**config.mk**
```make
export PLATFORM = sky130hd
export DESIGN_NAME = asa_div
export DESIGN_NICKNAME = d
export VERILOG_FILES = /design/src/rtl/aligned_suballocator_core_defines.svh /design/src/rtl/asa_pkg.sv /design/src/rtl/asa_div.sv
export SDC_FILE = /design/constraint.sdc
export NUM_CORES = 1
export LEC_CHECK = 0
export ABC_AREA = 1
export BUFFER_PORTS_ARGS = -buffer_cell sky130_fd_sc_hd__buf_2
export CORE_ASPECT_RATIO = 1.25
export CORE_MARGIN = 3
export CORE_UTILIZATION = 31
export DETAILED_ROUTE_END_ITERATION = 8
export PLACE_DENSITY = 0.57
export SKIP_LAST_GASP = 1
export SLEW_MARGIN = 20
export SYNTH_ARGS = -nofsm -noshare
export SYNTH_HDL_FRONTEND = slang
export SYNTH_SLANG_ARGS = --single-unit
```
**constraint.sdc**
```tcl
create_clock -name clk -period 6.1 [get_ports clk]
set_input_delay 0.915 -clock clk [delete_from_list [all_inputs] [get_ports clk]]
set_output_delay 0.915 -clock clk [all_outputs]
set_load 0.03 [all_outputs]
```
**src/rtl/aligned_suballocator_core_defines.svh**
```systemverilog
// Assertion macros shared by the aligned suballocator RTL.
// Depends on nothing; included by the files that carry assertions.
`ifndef ALIGNED_SUBALLOCATOR_CORE_DEFINES_SVH
`define ALIGNED_SUBALLOCATOR_CORE_DEFINES_SVH
// Implication checked on every rising clock edge outside reset.
`define ASA_ASSERT_IMP(label, clk, rst_n, ante, cons, msg) \
  label: assert property (@(posedge clk) disable iff (!rst_n) (ante) |-> (cons)) \
    else $error(msg);
// Next-cycle implication checked outside reset.
`define ASA_ASSERT_NXT(label, clk, rst_n, ante, cons, msg) \
  label: assert property (@(posedge clk) disable iff (!rst_n) (ante) |=> (cons)) \
    else $error(msg);
`endif

```
**src/rtl/asa_pkg.sv**
```systemverilog
// Package for the aligned suballocator: payload types, codes and states.
// Used by the interfaces, the divider and the top level.
package asa_pkg;
  localparam logic CMD_ALLOC   = 1'b0;
  localparam logic CMD_RELEASE = 1'b1;

  typedef struct packed {
    logic        cmd;
    logic [31:0] req_size;
    logic [12:0] align_base;
    logic [12:0] align_req;
    logic [5:0]  release_index;
  } in_item_t;

  typedef struct packed {
    logic        ok;
    logic [31:0] offset;
    logic [5:0]  block_index;
  } out_item_t;

  typedef enum logic [3:0] {
    ST_IDLE, ST_GCD_START, ST_GCD_WAIT, ST_LCM, ST_WALK_RD, ST_WALK_CHK,
    ST_WALK_DIV, ST_WALK_FIT, ST_FIN_DIV, ST_FIN_CHK, ST_DONE
  } state_t;

  typedef struct packed {
    logic        start;
    logic [32:0] dividend;
    logic [12:0] divisor;
  } div_req_t;
endpackage

```
**src/rtl/asa_div.sv**
```systemverilog
// Restoring divider, one quotient bit per cycle, 33-bit dividend by 13-bit divisor.
// Depends on asa_pkg; gives quotient and remainder.
module asa_div (
  input  logic              clk,
  input  logic              rst_n,
  input  asa_pkg::div_req_t req,
  output logic              busy,
  output logic              done,
  output logic [32:0]       quot,
  output logic [12:0]       rem
);
  logic [5:0]  cnt_r, cnt_nxt;
  logic [32:0] q_r, q_nxt;
  logic [13:0] rm_r, rm_nxt;
  logic [12:0] d_r, d_nxt;
  logic        done_r, done_nxt;
  logic [13:0] sh;

  always_comb begin
    cnt_nxt  = cnt_r;
    q_nxt    = q_r;
    rm_nxt   = rm_r;
    d_nxt    = d_r;
    done_nxt = 1'b0;
    sh       = {rm_r[12:0], q_r[32]};
    if (req.start) begin
      cnt_nxt = 6'd33;
      q_nxt   = req.dividend;
      rm_nxt  = '0;
      d_nxt   = req.divisor;
    end else if (cnt_r != 6'd0) begin
      cnt_nxt = cnt_r - 6'd1;
      if (sh >= {1'b0, d_r}) begin
        rm_nxt = sh - {1'b0, d_r};
        q_nxt  = {q_r[31:0], 1'b1};
      end else begin
        rm_nxt = sh;
        q_nxt  = {q_r[31:0], 1'b0};
      end
      done_nxt = (cnt_r == 6'd1);
    end
  end

  always_ff @(posedge clk) begin
    if (!rst_n) begin
      cnt_r  <= '0;
      done_r <= 1'b0;
    end else begin
      cnt_r  <= cnt_nxt;
      done_r <= done_nxt;
    end
    q_r  <= q_nxt;
    rm_r <= rm_nxt;
    d_r  <= d_nxt;
  end

  assign busy = (cnt_r != 6'd0);
  assign done = done_r;
  assign quot = q_r;
  assign rem  = rm_r[12:0];
endmodule

```
After elaboration in Yosys (flattened, before gate mapping)
Index checks and enable logic that the tools add are counted.
{"block": "word_totals", "in_bits": 49, "ff_bits": 66, "ramBits": 0, "romBits": 0, "memories": 0, "out_inout_bits": 48, "latch_bits": 0}
{"block": "op_classes", "shifts": 0, "muxes": 6, "multipliers": 0, "n_reduce_logical": 4, "eq_ne": 1, "addsub": 2, "bitwise_logic": 2, "order_cmp": 1, "div": 0}
{"cell": "33-bit 2-to-1 mux", "n": 2}
{"cell": "14-bit by 13-bit greater-or-equal comparator with 1-bit output", "n": 1}
{"cell": "13-bit 2-to-1 mux", "n": 1}
{"cell": "13-bit subtractor", "n": 1}
{"cell": "6-bit 2-to-1 mux", "n": 2}
{"cell": "6-bit by 1-bit == test with 1-bit output (second input constant)", "n": 1}
{"cell": "6-bit nonzero test", "n": 1}
{"cell": "6-bit by 1-bit subtractor with 6-bit output (second input constant)", "n": 1}
{"cell": "3-bit OR reduction", "n": 1}
{"cell": "1-bit NOT", "n": 2}
{"cell": "2-bit nonzero test", "n": 1}
{"cell": "2-bit OR reduction", "n": 1}
{"cell": "1-bit 2-to-1 mux", "n": 1}

Logic depth before layout (Yosys ltp)
Gate-level depths: netlist of the first run.
{"block": "logic_depth", "ltp_word": 4, "mapped_depth": 15, "ltp_nobuf": 14}

Worst setup path after synthesis of the first run
Ideal clock, no wire load.
{"block": "synth_timing", "kind": "flip-flop to flip-flop", "from": "register q_r[32] (netlist: quot[32])", "to": "register q_r[0] (netlist: quot[0]) (data pin)", "path_buffers": 0, "path_stages_with_launch": 13, "required_time_ns": 5.831, "setup_ns": 0.269, "setup_slack_ns": 3.945, "arrival_time_ns": 1.886, "period_less_slack_ns": 2.155, "path_cell_list": "edfxtp_1 > inv_1 > ha_1 > inv_1 > fa_1 > nand2_1 > nand2_1 > nand3_1 > nand2_2 > nand2_4 > nand3_2 > inv_2 > o21ai_0"}
{"block": "synth_via", "elab_chain_cells": 4}
{"item": "start: declaration", "line_no": "asa_div.sv:13", "text": "logic [32:0] q_r, q_nxt;"}
{"item": "start signal: assignment", "line_no": "asa_div.sv:52", "text": "q_r <= q_nxt;"}
{"item": "14-bit by 13-bit greater-or-equal comparator with 1-bit output", "line_no": "asa_div.sv:33", "text": "if (sh >= {1'b0, d_r}) begin"}
{"item": "1-bit 2-to-1 mux", "line_no": "asa_div.sv:33"}
{"item": "33-bit 2-to-1 mux", "line_no": "asa_div.sv:31", "text": "end else if (cnt_r != 6'd0) begin"}
{"item": "33-bit 2-to-1 mux", "line_no": "asa_div.sv:26", "text": "if (req.start) begin"}
{"item": "named net q_nxt[0]", "line_no": "asa_div.sv:13"}
The timed path passes the listed nets, and every way through them passes these cells. The select of a mux whose other input is x is not followed.
A chain may end at the register's enable or synchronous reset.

Worst setup path in the final report of the first run
{"block": "layout_timing", "from": "register cnt_r[0]", "to": "output busy"}
{"block": "layout_via", "elab_chain_cells": 1}
{"item": "start: declaration", "line_no": "asa_div.sv:12", "text": "logic [5:0] cnt_r, cnt_nxt;"}
{"item": "start signal: assignment", "line_no": "asa_div.sv:49", "text": "cnt_r <= cnt_nxt;"}
{"item": "6-bit nonzero test", "line_no": "asa_div.sv:57", "text": "assign busy = (cnt_r != 6'd0);"}
{"item": "end: declaration", "line_no": "asa_div.sv:7", "text": "output logic busy,"}
Every way passes these cells.

==> results_dict.tcl, run 1 <==
set metrics [dict create \
    setup_violations 0 \
    dieWidth_um 103 \
    outcome "complete, no violations" \
    drive_gt1_share_pct 23.8 \
    max-vdd-ir-drop_v 0.000206 \
    antenna_found_initial 0 \
    synth.top_cell.area_share_pct 37.6 \
    whs_ns 0.484 \
    clock-sinks 66 \
    grt_first_pass_wirelength_um 14500 \
    post_cts_resized 0 \
    worstSetupPathType "flip-flop to output port" \
    fp.dieH_um 128 \
    route.detailed.drc 0 \
    postSynthCellCount 469 \
    synth_area_um2 3680 \
    slew_violations 0 \
    leakagePower_nw 2.53 \
    ios 97 \
    fin_tns_setup_ns 0 \
    post_cts_buffers 0 \
    required_ns 5.18 \
    slew_headroom_pct 49.0 \
    diodes 0 \
    synthTopCellsByArea "edfxtp_1 38%, nand2_1 19%, dfxtp_1 11%" \
    endpoint "busy" \
    finalCritPeriodShare_pct 47.9 \
    maxCapViolCount 0 \
    via_count 3238 \
    hpwl_um 6660 \
    gp_congestion 0.851 \
    hold_class "flip-flop to flip-flop" \
    fin_crit_ns 2.92 \
    finalHoldViolCount 0 \
    worstPathArrival_ns 2.01 \
    drt_iter0_markers 182 \
    ys_ff_latch 66 \
    end_kind "output port" \
    syn_to_final_growth_pct 27.3 \
    grt-ovfl-total 0 \
    dr.pass1.iters 4 \
    h-tree-depth 3 \
    start_kind "flip-flop" \
    num-fill-cells 1168 \
    syn_nets 535 \
    row_count 43 \
    clock_latency_ns 0.33 \
    clkSlewWorstSetupHoldPaths_ns 0.05 \
    viasPerCell 4.45 \
    yosysSeqAreaShare_pct 48.5 \
    fmax_mhz 342 \
    start_util_pct 32.4 \
    cts_max_path_buffers 2 \
    synth_area_leader_cell "edfxtp_1" \
    r2r_cells 12 \
    timing.rr.end "quot[0]" \
    groute.usage.overall_pct 14.2 \
    cts_made_buffers 9 \
    r2r_start "quot[32]" \
    grt_max_degree 55 \
    skew_ns 0.00492 \
    ant_nets 0 \
    fin_nets 632 \
    rsz0062_at_grt "no" \
    avgSynthCellArea_um2 7.84 \
    cts-root-buf "clkbuf_16" \
    routedWlPerCell_um 12.4 \
    ys_warn_count 0 \
    synth.distinct_cells 27 \
    cp_max_fo 21 \
    worstMarginPinSlew_ns 0.763 \
    core-area_um2 11400 \
    port_buffers 96 \
    power_density_nw_per_um2 474 \
    die_area_um2 13200 \
    startpoint "cnt_r[0]" \
    cts.hold.buffers_added 0 \
    grt_pass1_vias 3146 \
    wirelength_um 9060 \
    ff2ff_setup_slack_ns 3.51 \
    cts_tree "built" \
]
worst max-delay path, cell delays in order (launching register included):
cell,delay (ns)
dfxtp_1,0.37
inv_1,0.10
ha_1,0.20
inv_1,0.06
nor2_1,0.05
nand2_1,0.56
buf_2,0.33
cells in the final DEF, fill, tap and decap left out:
cell,netlist,final
nor2_4,1,1
xnor2_1,3,3
nand2_1,190,190
o31ai_1,1,1
nand2_2,8,8
inv_1,70,69
nand2_4,1,1
edfxtp_1,46,46
nor2_1,30,30
nor2_2,2,2
clkinv_1,0,1
a21oi_4,1,1
nand4_1,12,12
buf_2,3,96
dfxtp_1,20,20
clkbuf_16,0,9
nand3_2,6,6
ha_1,16,16
a21oi_1,8,8
xor2_1,3,3
fa_1,1,1
nand3_1,23,23
o21ai_0,11,11
buf_4,0,2
clkinv_4,0,2
and2_4,1,1
inv_2,2,3
nand3b_1,1,1
bufinv_16,0,4
per-stage QoR:
step | instance area (µm²) | utilization [%] | total power, mW | instances | setup WS (ns)
2_1_floorplan | 3680 | - | 1.35 | 469 | 3.94
3_3_place_gp | 4310 | 38.0 | 1.59 | 712 | 3.28
3_5_place_dp | 4310 | 38.0 | 1.60 | 712 | 3.24
4_1_cts | 4680 | 41.2 | 2.24 | 728 | 3.12
5_1_grt | 4680 | 41.2 | 2.37 | 728 | 3.01
6_report | 4680 | 41.2 | 2.22 | 728 | 3.18
routing by layer:
layer / routed length [µm] / share of wire [%] / track usage (%) / up-vias
li1: - / - / - / 1673
met1: 3990 / 44 / 18.1 / 1447
met2: 4310 / 48 / 22.6 / 106
met3: 586 / 6.5 / 3.76 / 12
met4: 165 / 1.8 / 5.64 / 0
met5: 0 / 0 / 0 / -
area by class of cell:
| class | instances | area (µm²) | area share, % |
|---|---|---|---|
| repair buffers | 98 | 495 | 10.6 |
| clock inverters | 7 | 141 | 3.02 |
| well taps | 157 | 196 | 4.20 |
| multi-input cells | 319 | 1570 | 33.5 |
| flip-flops and latches | 66 | 1780 | 38.1 |
| inverters | 72 | 270 | 5.78 |
| clock buffers | 9 | 225 | 4.81 |
power breakdown:
group	total (mW)	switching, mW	leakage (nW)	internal (mW)
combinational	0.915	0.627	1.70	0.288
sequential	0.669	0.0807	0.645	0.588
clock	0.634	0.193	0.177	0.440
total	2.22	0.901	2.53	1.32
Yosys cell counts:
cell / number
nor2_2: 2
o31ai_1: 1
buf_1: 1
ha_1: 16
nand4_1: 12
a21oi_1: 8
buf_2: 3
nor2_4: 1
buf_6: 1
nand3b_1: 1
a21oi_4: 1
dfxtp_1: 20
nand3_2: 6
nand2_1: 190
inv_2: 2
o21ai_0: 11
edfxtp_1: 46
nand3_1: 23
and2_4: 1
inv_1: 70
fa_1: 1
xnor2_1: 3
nand2_4: 1
nor2_1: 30
clkbuf_1: 7
xor2_1: 3
nand2_2: 8
registers in the layout, indices dropped and copies added (netlist names):
name   count
d_r       13
cnt_r      6
done       1
rm_r      13
quot      33
cells by family after synthesis:
kind of cell | share of synthesized area (%)
AOI/OAI and AO/OA | 3.23
and+or+nand+nor | 32.0
buffers and inverters | 8.88
adders and majority gates | 5.99
DFF | 48.5
xor gates and xnor gates | 1.43
worst min path at each step:
stage / startpoint / endpoint / slack [ns] / depth (start not counted)
floorplan: cnt_r[3] / cnt_r[3] / 0.44 / 2
detailed placement: cnt_r[3] / cnt_r[3] / 0.47 / 2
CTS: cnt_r[3] / cnt_r[3] / 0.48 / 2
global route: rm_r[5] / rm_r[5] / 0.52 / 2
finish: cnt_r[3] / cnt_r[3] / 0.48 / 2
global placement: cnt_r[3] / cnt_r[3] / 0.45 / 2
Power figures use the tool's default switching activity.
==> inputs of run 2 (changes only) <==
--- a/config.mk
+++ b/config.mk
@@ -5,13 +5,13 @@
 export SDC_FILE = /design/constraint.sdc
 export NUM_CORES = 1
 export LEC_CHECK = 0
-export ABC_AREA = 1
+export ABC_AREA = 0
 export BUFFER_PORTS_ARGS = -buffer_cell sky130_fd_sc_hd__buf_2
 export CORE_ASPECT_RATIO = 1.25
 export CORE_MARGIN = 3
 export CORE_UTILIZATION = 31
 export DETAILED_ROUTE_END_ITERATION = 8
-export PLACE_DENSITY = 0.57
+export PLACE_DENSITY = 0.59
 export SKIP_LAST_GASP = 1
 export SLEW_MARGIN = 20
 export SYNTH_ARGS = -nofsm -noshare
==> constraint.sdc (replaced) <==
create_clock -name clk -period 2.5 [get_ports clk]
set_input_delay 0.375 -clock clk [delete_from_list [all_inputs] [get_ports clk]]
set_output_delay 0.375 -clock clk [all_outputs]
set_load 0.03 [all_outputs]
==> run 2 against run 1 <==
  * Hold slack worse by 0.27 ns
  * Synthesized area is 3.9% lower
  * Sequential power rose to 2.5 times the previous value
  * Sequential share of layout area up 0.092 points
  * Power rose to 2.6 times the previous value
  * Flip-flop and latch count did not move
  * Global-route usage fell by 0.12 points
  * Cell count is 24% lower
  * Non-clock buffer count increased by 22
  * Critical path depth increased by 4
==> results_dict.tcl, run 2 <==
set metrics [dict create \
    cpMostUsedCell "o21ai_4" \
    drive_gt1_share_pct 46.1 \
    clkSlewWorstSetupHoldPaths_ns 0.06 \
    start_kind "flip-flop" \
    fin_tns_setup_ns 0 \
    antenna_found_initial 0 \
    maxCapViolCount 0 \
    clock_latency_ns 0.33 \
    skew_ns 0.00752 \
    num-fill-cells 1012 \
    multiInputGateArea_um2 1670 \
    core-area_um2 10900 \
    seq_area_um2 1780 \
    route.detailed.drc 0 \
    fin_crit_ns 2.50 \
    syn_nets 370 \
    slew_violations 0 \
    hold_class "input pin to flip-flop" \
    critPathMaxStageDelay_ns 0.38 \
    leakagePower_nw 1.98 \
    rsz0062_at_grt "yes" \
    syn_to_final_growth_pct 32.1 \
    largest_reg_flops 33 \
    startpoint "quot[32]" \
    wirelength_um 8830 \
    synth_area_leader_cell "edfxtp_1" \
    cts-root-buf "clkbuf_16" \
    via_count 2859 \
    groute.usage.overall_pct 14.1 \
    drt_iter0_markers 197 \
    grt_max_degree 34 \
    synth-edff-count 46 \
    r2r_cells 10 \
    routedWlPerCell_um 15.9 \
    fmax_mhz 400 \
    gp_congestion 0.847 \
    synth_commonest_cells "46 x edfxtp_1, 34 x mux2_2, 20 x dfxtp_1, 20 x nor2_1" \
    slowest_stage "edfxtp_1" \
    place_area_um2 4230 \
    ff2ff_setup_slack_ns 0.002 \
    timing.rr.end "quot[0]" \
    avgSynthCellArea_um2 11.6 \
    max-vdd-ir-drop_v 0.000439 \
    grt-ovfl-total 0 \
    yosysSeqAreaShare_pct 50.4 \
    ant_nets 0 \
    setup_violations 0 \
    clock-sinks 66 \
    cts_made_buffers 9 \
    ys.flop_type "edfxtp_1" \
    start_util_pct 32.5 \
    cts_max_path_buffers 2 \
    worstMarginPinSlew_ns 0.471 \
    fp.dieH_um 125 \
    hold_start "req[8]" \
    die_area_um2 12700 \
    final_area_um2 4670 \
    ys_ff_latch 66 \
    end_kind "flip-flop" \
    required_ns 2.58 \
    row_count 42 \
    final_cell_mix "96 x buf_2, 46 x edfxtp_1, 34 x mux2_2, 21 x buf_4" \
    min_path_cells 1 \
    ios 97 \
    h-tree-depth 3 \
    grt_pass1_vias 2912 \
    dr.pass1.iters 4 \
    diodes 0 \
    fin_nets 484 \
    path_cells "inv_1 > ha_2 > inv_2 > fa_2 > a21o_1 > a221oi_4 > o21ai_4 > o21ai_4 > nand2_2 > mux2_2" \
    cp_max_fo 6 \
    postSynthCellCount 304 \
    ys_warn_count 0 \
    worstPathArrival_ns 2.58 \
    hpwl_um 6450 \
    viasPerCell 5.15 \
    dieWidth_um 101 \
    synth.top_cell.area_share_pct 39.1 \
    outcome "complete, no violations" \
    cts_tree "built" \
    synthTopCellsByArea "edfxtp_1 39%, dfxtp_1 11%, mux2_2 11%" \
    finalCritPeriodShare_pct 99.9 \
    worstHoldEndpoint "d_r[8]" \
    power_density_nw_per_um2 1220 \
    finalHoldViolCount 0 \
    post-synth-top-count-cell "edfxtp_1" \
    cts.hold.buffers_added 0 \
    synth.distinct_cells 53 \
    slew_headroom_pct 68.6 \
    worstSetupPathType "flip-flop to flip-flop" \
    layout_commonest_cell "buf_2" \
    synth_area_um2 3530 \
    synthArstFlopShare_pct 0 \
    r2r_start "quot[32]" \
    grt_first_pass_wirelength_um 14100 \
    port_buffers 96 \
]
run 2: cell types whose count changed in the layout (fill, tap and decap cells not counted), sizes merged, moves of 6 or more:
cell	before	now
a311oi	0	11
buf	98	120
inv	72	21
mux2	0	34
nand2	199	7
nand2b	0	6
nand3	29	18
nand4	12	2
nor2	33	20
nor3	0	9
xnor2	3	10
run 2: how the worst max path moves through the flow:
| stage | to | cells past startpoint |
|---|---|---|
| finish | quot[0] | 10 |
| global route | rm_r[5] | 11 |
| CTS | quot[0] | 10 |
| detailed placement | quot[0] | 10 |
| global placement | quot[0] | 10 |
| floorplan | quot[0] | 10 |
run 2: routing by layer:
layer / up-vias / GRT usage, % / share of wire [%]
met1: 1352 / 17.8 / 43
met4: 0 / 6.96 / 2.2
met2: 112 / 21.1 / 47
met3: 15 / 4.79 / 7.8
li1: 1380 / - / -
met5: - / 0 / 0
run 2: through the flow:
stage / hold slack [ns] / power (mW) / util (%) / cells / worst slack, ns
finish: 0.217 / 5.69 / 42.9 / 555 / 0.00198
global route: 0.214 / 6.02 / 42.9 / 555 / -0.110
CTS: 0.206 / 5.55 / 41.7 / 548 / 0.00984
detailed placement: 0.522 / 4.25 / 38.9 / 532 / 0.0330
global placement: 0.518 / 4.22 / 38.9 / 532 / 0.104
floorplan: 0.474 / 3.53 / - / 304 / -0.0547
run 2: what timing repair did:
action	4_1_cts	5_1_grt
endpoints found under the setup margin	0	15
gates resized for setup	0	17
setup buffers	0	7
run 2: layout make-up:
| type | instances | share of cell area [%] |
|---|---|---|
| flip-flops and latches | 66 | 38.2 |
| multi-input cells | 202 | 35.7 |
| repair buffers | 120 | 14.6 |
| clock buffers | 9 | 4.82 |
| well taps | 132 | 3.54 |
| clock inverters | 7 | 1.63 |
| inverters | 19 | 1.53 |
run 2: kinds of logic after synthesis:
logic type / Yosys count / synth area share (%)
XOR/XNOR: 11 / 2.73
AND/OR/NAND/NOR: 76 / 11.4
adder cells (fa/ha/maj): 17 / 6.23
multiplexers: 37 / 11.7
AO/OA/AOI/OAI: 61 / 13.0
flip-flops: 66 / 50.4
buffers and inverters: 36 / 4.57
run 2: critical path, delay by kind of cell, from the launching register on:
kind	cells	cell delay, ns
mux	1	0.27
simple gates	1	0.11
compound gates	4	0.88
fa+ha+maj	2	0.51
flops	1	0.38
buf+inv	2	0.12
run 2: report_power, final:
group,total (mW),switching [mW],internal [mW]
Combinational,2.74,1.65,1.09
Sequential,1.68,0.212,1.47
Clock,1.27,0.492,0.778
==> inputs of run 3 (changes only) <==
--- a/config.mk
+++ b/config.mk
@@ -12,6 +12,7 @@
 export CORE_UTILIZATION = 31
 export DETAILED_ROUTE_END_ITERATION = 8
 export PLACE_DENSITY = 0.59
+export REMOVE_ABC_BUFFERS = 1
 export SKIP_LAST_GASP = 1
 export SLEW_MARGIN = 20
 export SYNTH_ARGS = -nofsm -noshare
==> run 3 against run 2 <==
  * Combinational power is 6% lower
  * Sequential power hardly changed
  * Non-clock buffer count is 6 lower
  * Routed wire length is 7.1% lower
  * Fmax is 3.2% higher
  * Highest routed layer unchanged
==> results_dict.tcl, run 3 (synthesis results as in run 2) <==
set metrics [dict create \
    outcome "complete, no violations" \
    dp.cells 532 \
    hold_class "input pin to flip-flop" \
    dieWidth_um 101 \
    start_kind "flip-flop" \
    antenna_found_initial 0 \
    slew_violations 0 \
    drt_iter0_markers 101 \
    clkSlewWorstSetupHoldPaths_ns 0.05 \
    ios 97 \
    route.detailed.drc 0 \
    dp_slack_ns -0.0280 \
    worstMarginPinSlew_ns 0.568 \
    ant_nets 0 \
    worstPathArrival_ns 2.61 \
    finalHoldViolCount 0 \
    required_ns 2.69 \
    p_int_mw 3.35 \
    dr.pass1.iters 4 \
    cts.hold.buffers_added 0 \
    end_kind "flip-flop" \
    diodes 0 \
    drive_gt1_share_pct 41.5 \
    cts_max_path_buffers 2 \
    fp.dieH_um 125 \
    final_cell_mix "96 x buf_2, 46 x edfxtp_1, 34 x mux2_2, 20 x nor2_1, 20 x dfxtp_1" \
    worstSetupPathType "flip-flop to flip-flop" \
    fin_nets 478 \
    groute.usage.overall_pct 13.5 \
    startpoint "quot[32]" \
    layout_commonest_cell "buf_2" \
    wirelength_um 8200 \
    sw_frac_of_total_pct 39.6 \
    fmax_mhz 413 \
    rsz0062_at_grt "yes" \
    power_density_nw_per_um2 1220 \
    clock-sinks 66 \
    start_util_pct 32.5 \
    maxCapViolCount 0 \
    gp_congestion 0.831 \
    r2r_start "quot[32]" \
    h-tree-depth 3 \
    leakagePower_nw 1.95 \
    die_area_um2 12700 \
    r2r_cells 10 \
    min_path_cells 1 \
    grt_pass1_vias 2922 \
    slew_headroom_pct 61.9 \
    finalCritPeriodShare_pct 96.8 \
    core-area_um2 10900 \
    final_util_pct 41.8 \
    p_comb_share_pct 46.4 \
    grt_max_degree 33 \
    hpwl_um 6150 \
    worst_slack_ns 0.0806 \
    viasPerCell 5.08 \
    layout.cells.non_filler 549 \
    grt_first_pass_wirelength_um 13700 \
    port_buffers 96 \
    max-vdd-ir-drop_v 0.000541 \
    fin_crit_ns 2.42 \
    pwr-share-seq_pct 30.0 \
    cts-root-buf "clkbuf_16" \
    clockPowerShare_pct 23.5 \
    grt-ovfl-total 0 \
    setup_violations 0 \
    cp_max_fo 11 \
    skew_ns 0.00595 \
    p_sw_mw 2.20 \
    via_count 2790 \
    clock_latency_ns 0.33 \
    row_count 42 \
    hold_start "req[1]" \
    largest_reg_flops 33 \
    syn_to_final_growth_pct 28.8 \
    routedWlPerCell_um 14.9 \
    cts_made_buffers 9 \
    cts_tree "built" \
]
-- run 3: final timing paths --
path         slack, ns  endpoint
max               0.08  rm_r[11]
min               0.22    d_r[1]
max reg2reg       0.08  rm_r[11]
min reg2reg       0.53   rm_r[7]
-- run 3: through the flow --
| step | hold slack [ns] | total power, mW | area, µm² | TNS (ns) |
|---|---|---|---|---|
| floorplan | 0.443 | 3.45 | 3440 | -1.04 |
| global placement | 0.516 | 4.18 | 4220 | 0 |
| detailed placement | 0.524 | 4.22 | 4220 | -0.0300 |
| CTS | 0.208 | 5.56 | 4530 | 0 |
| global route | 0.214 | 5.91 | 4550 | -0.205 |
| finish | 0.223 | 5.55 | 4550 | 0 |
-- run 3: power groups by stage --
stage                     Clock, mW  Combinational (mW)  Sequential (mW)
final                          1.31                2.58             1.67
after global routing           1.38                2.81             1.71
after CTS                      1.34                2.55             1.67
after floorplan                   0                1.35             2.10
after global placement            0                2.50             1.68
after detailed placement          0                2.54             1.68
-- run 3: layer usage --
layer	GRT usage (%)	vias to the layer above	part of all wire, %
met5	0	-	0
met4	7.28	0	2.6
met3	3.68	13	6.6
met2	21.4	89	47
met1	16.4	1325	43
li1	-	1363	-
-- run 3: critical path: stages (launching register included) --
cell      delay (ns)
edfxtp_1        0.38
inv_1           0.07
ha_1            0.15
inv_1           0.05
fa_2            0.36
a21o_1          0.23
a221oi_4        0.28
o21ai_2         0.12
o21a_2          0.30
o22ai_1         0.22
a311oi_1        0.11
-- run 3: layout make-up --
| cell class | instances | area (µm²) |
|---|---|---|
| clock buffers | 12 | 236 |
| clock inverters | 4 | 68.8 |
| fillers | 1042 | 6330 |
| inverters | 19 | 71.3 |
| multi-input cells | 202 | 1610 |
| flip-flops and latches | 66 | 1780 |
| well taps | 132 | 165 |
| repair buffers | 114 | 619 |
-- run 3: what timing repair did --
action | 4_1_cts | 5_1_grt
setup buffers | 0 | 1
gates resized for setup | 2 | 3
pin swaps | 0 | 1
cloned | 0 | 0
setup endpoints to repair | 8 | 14
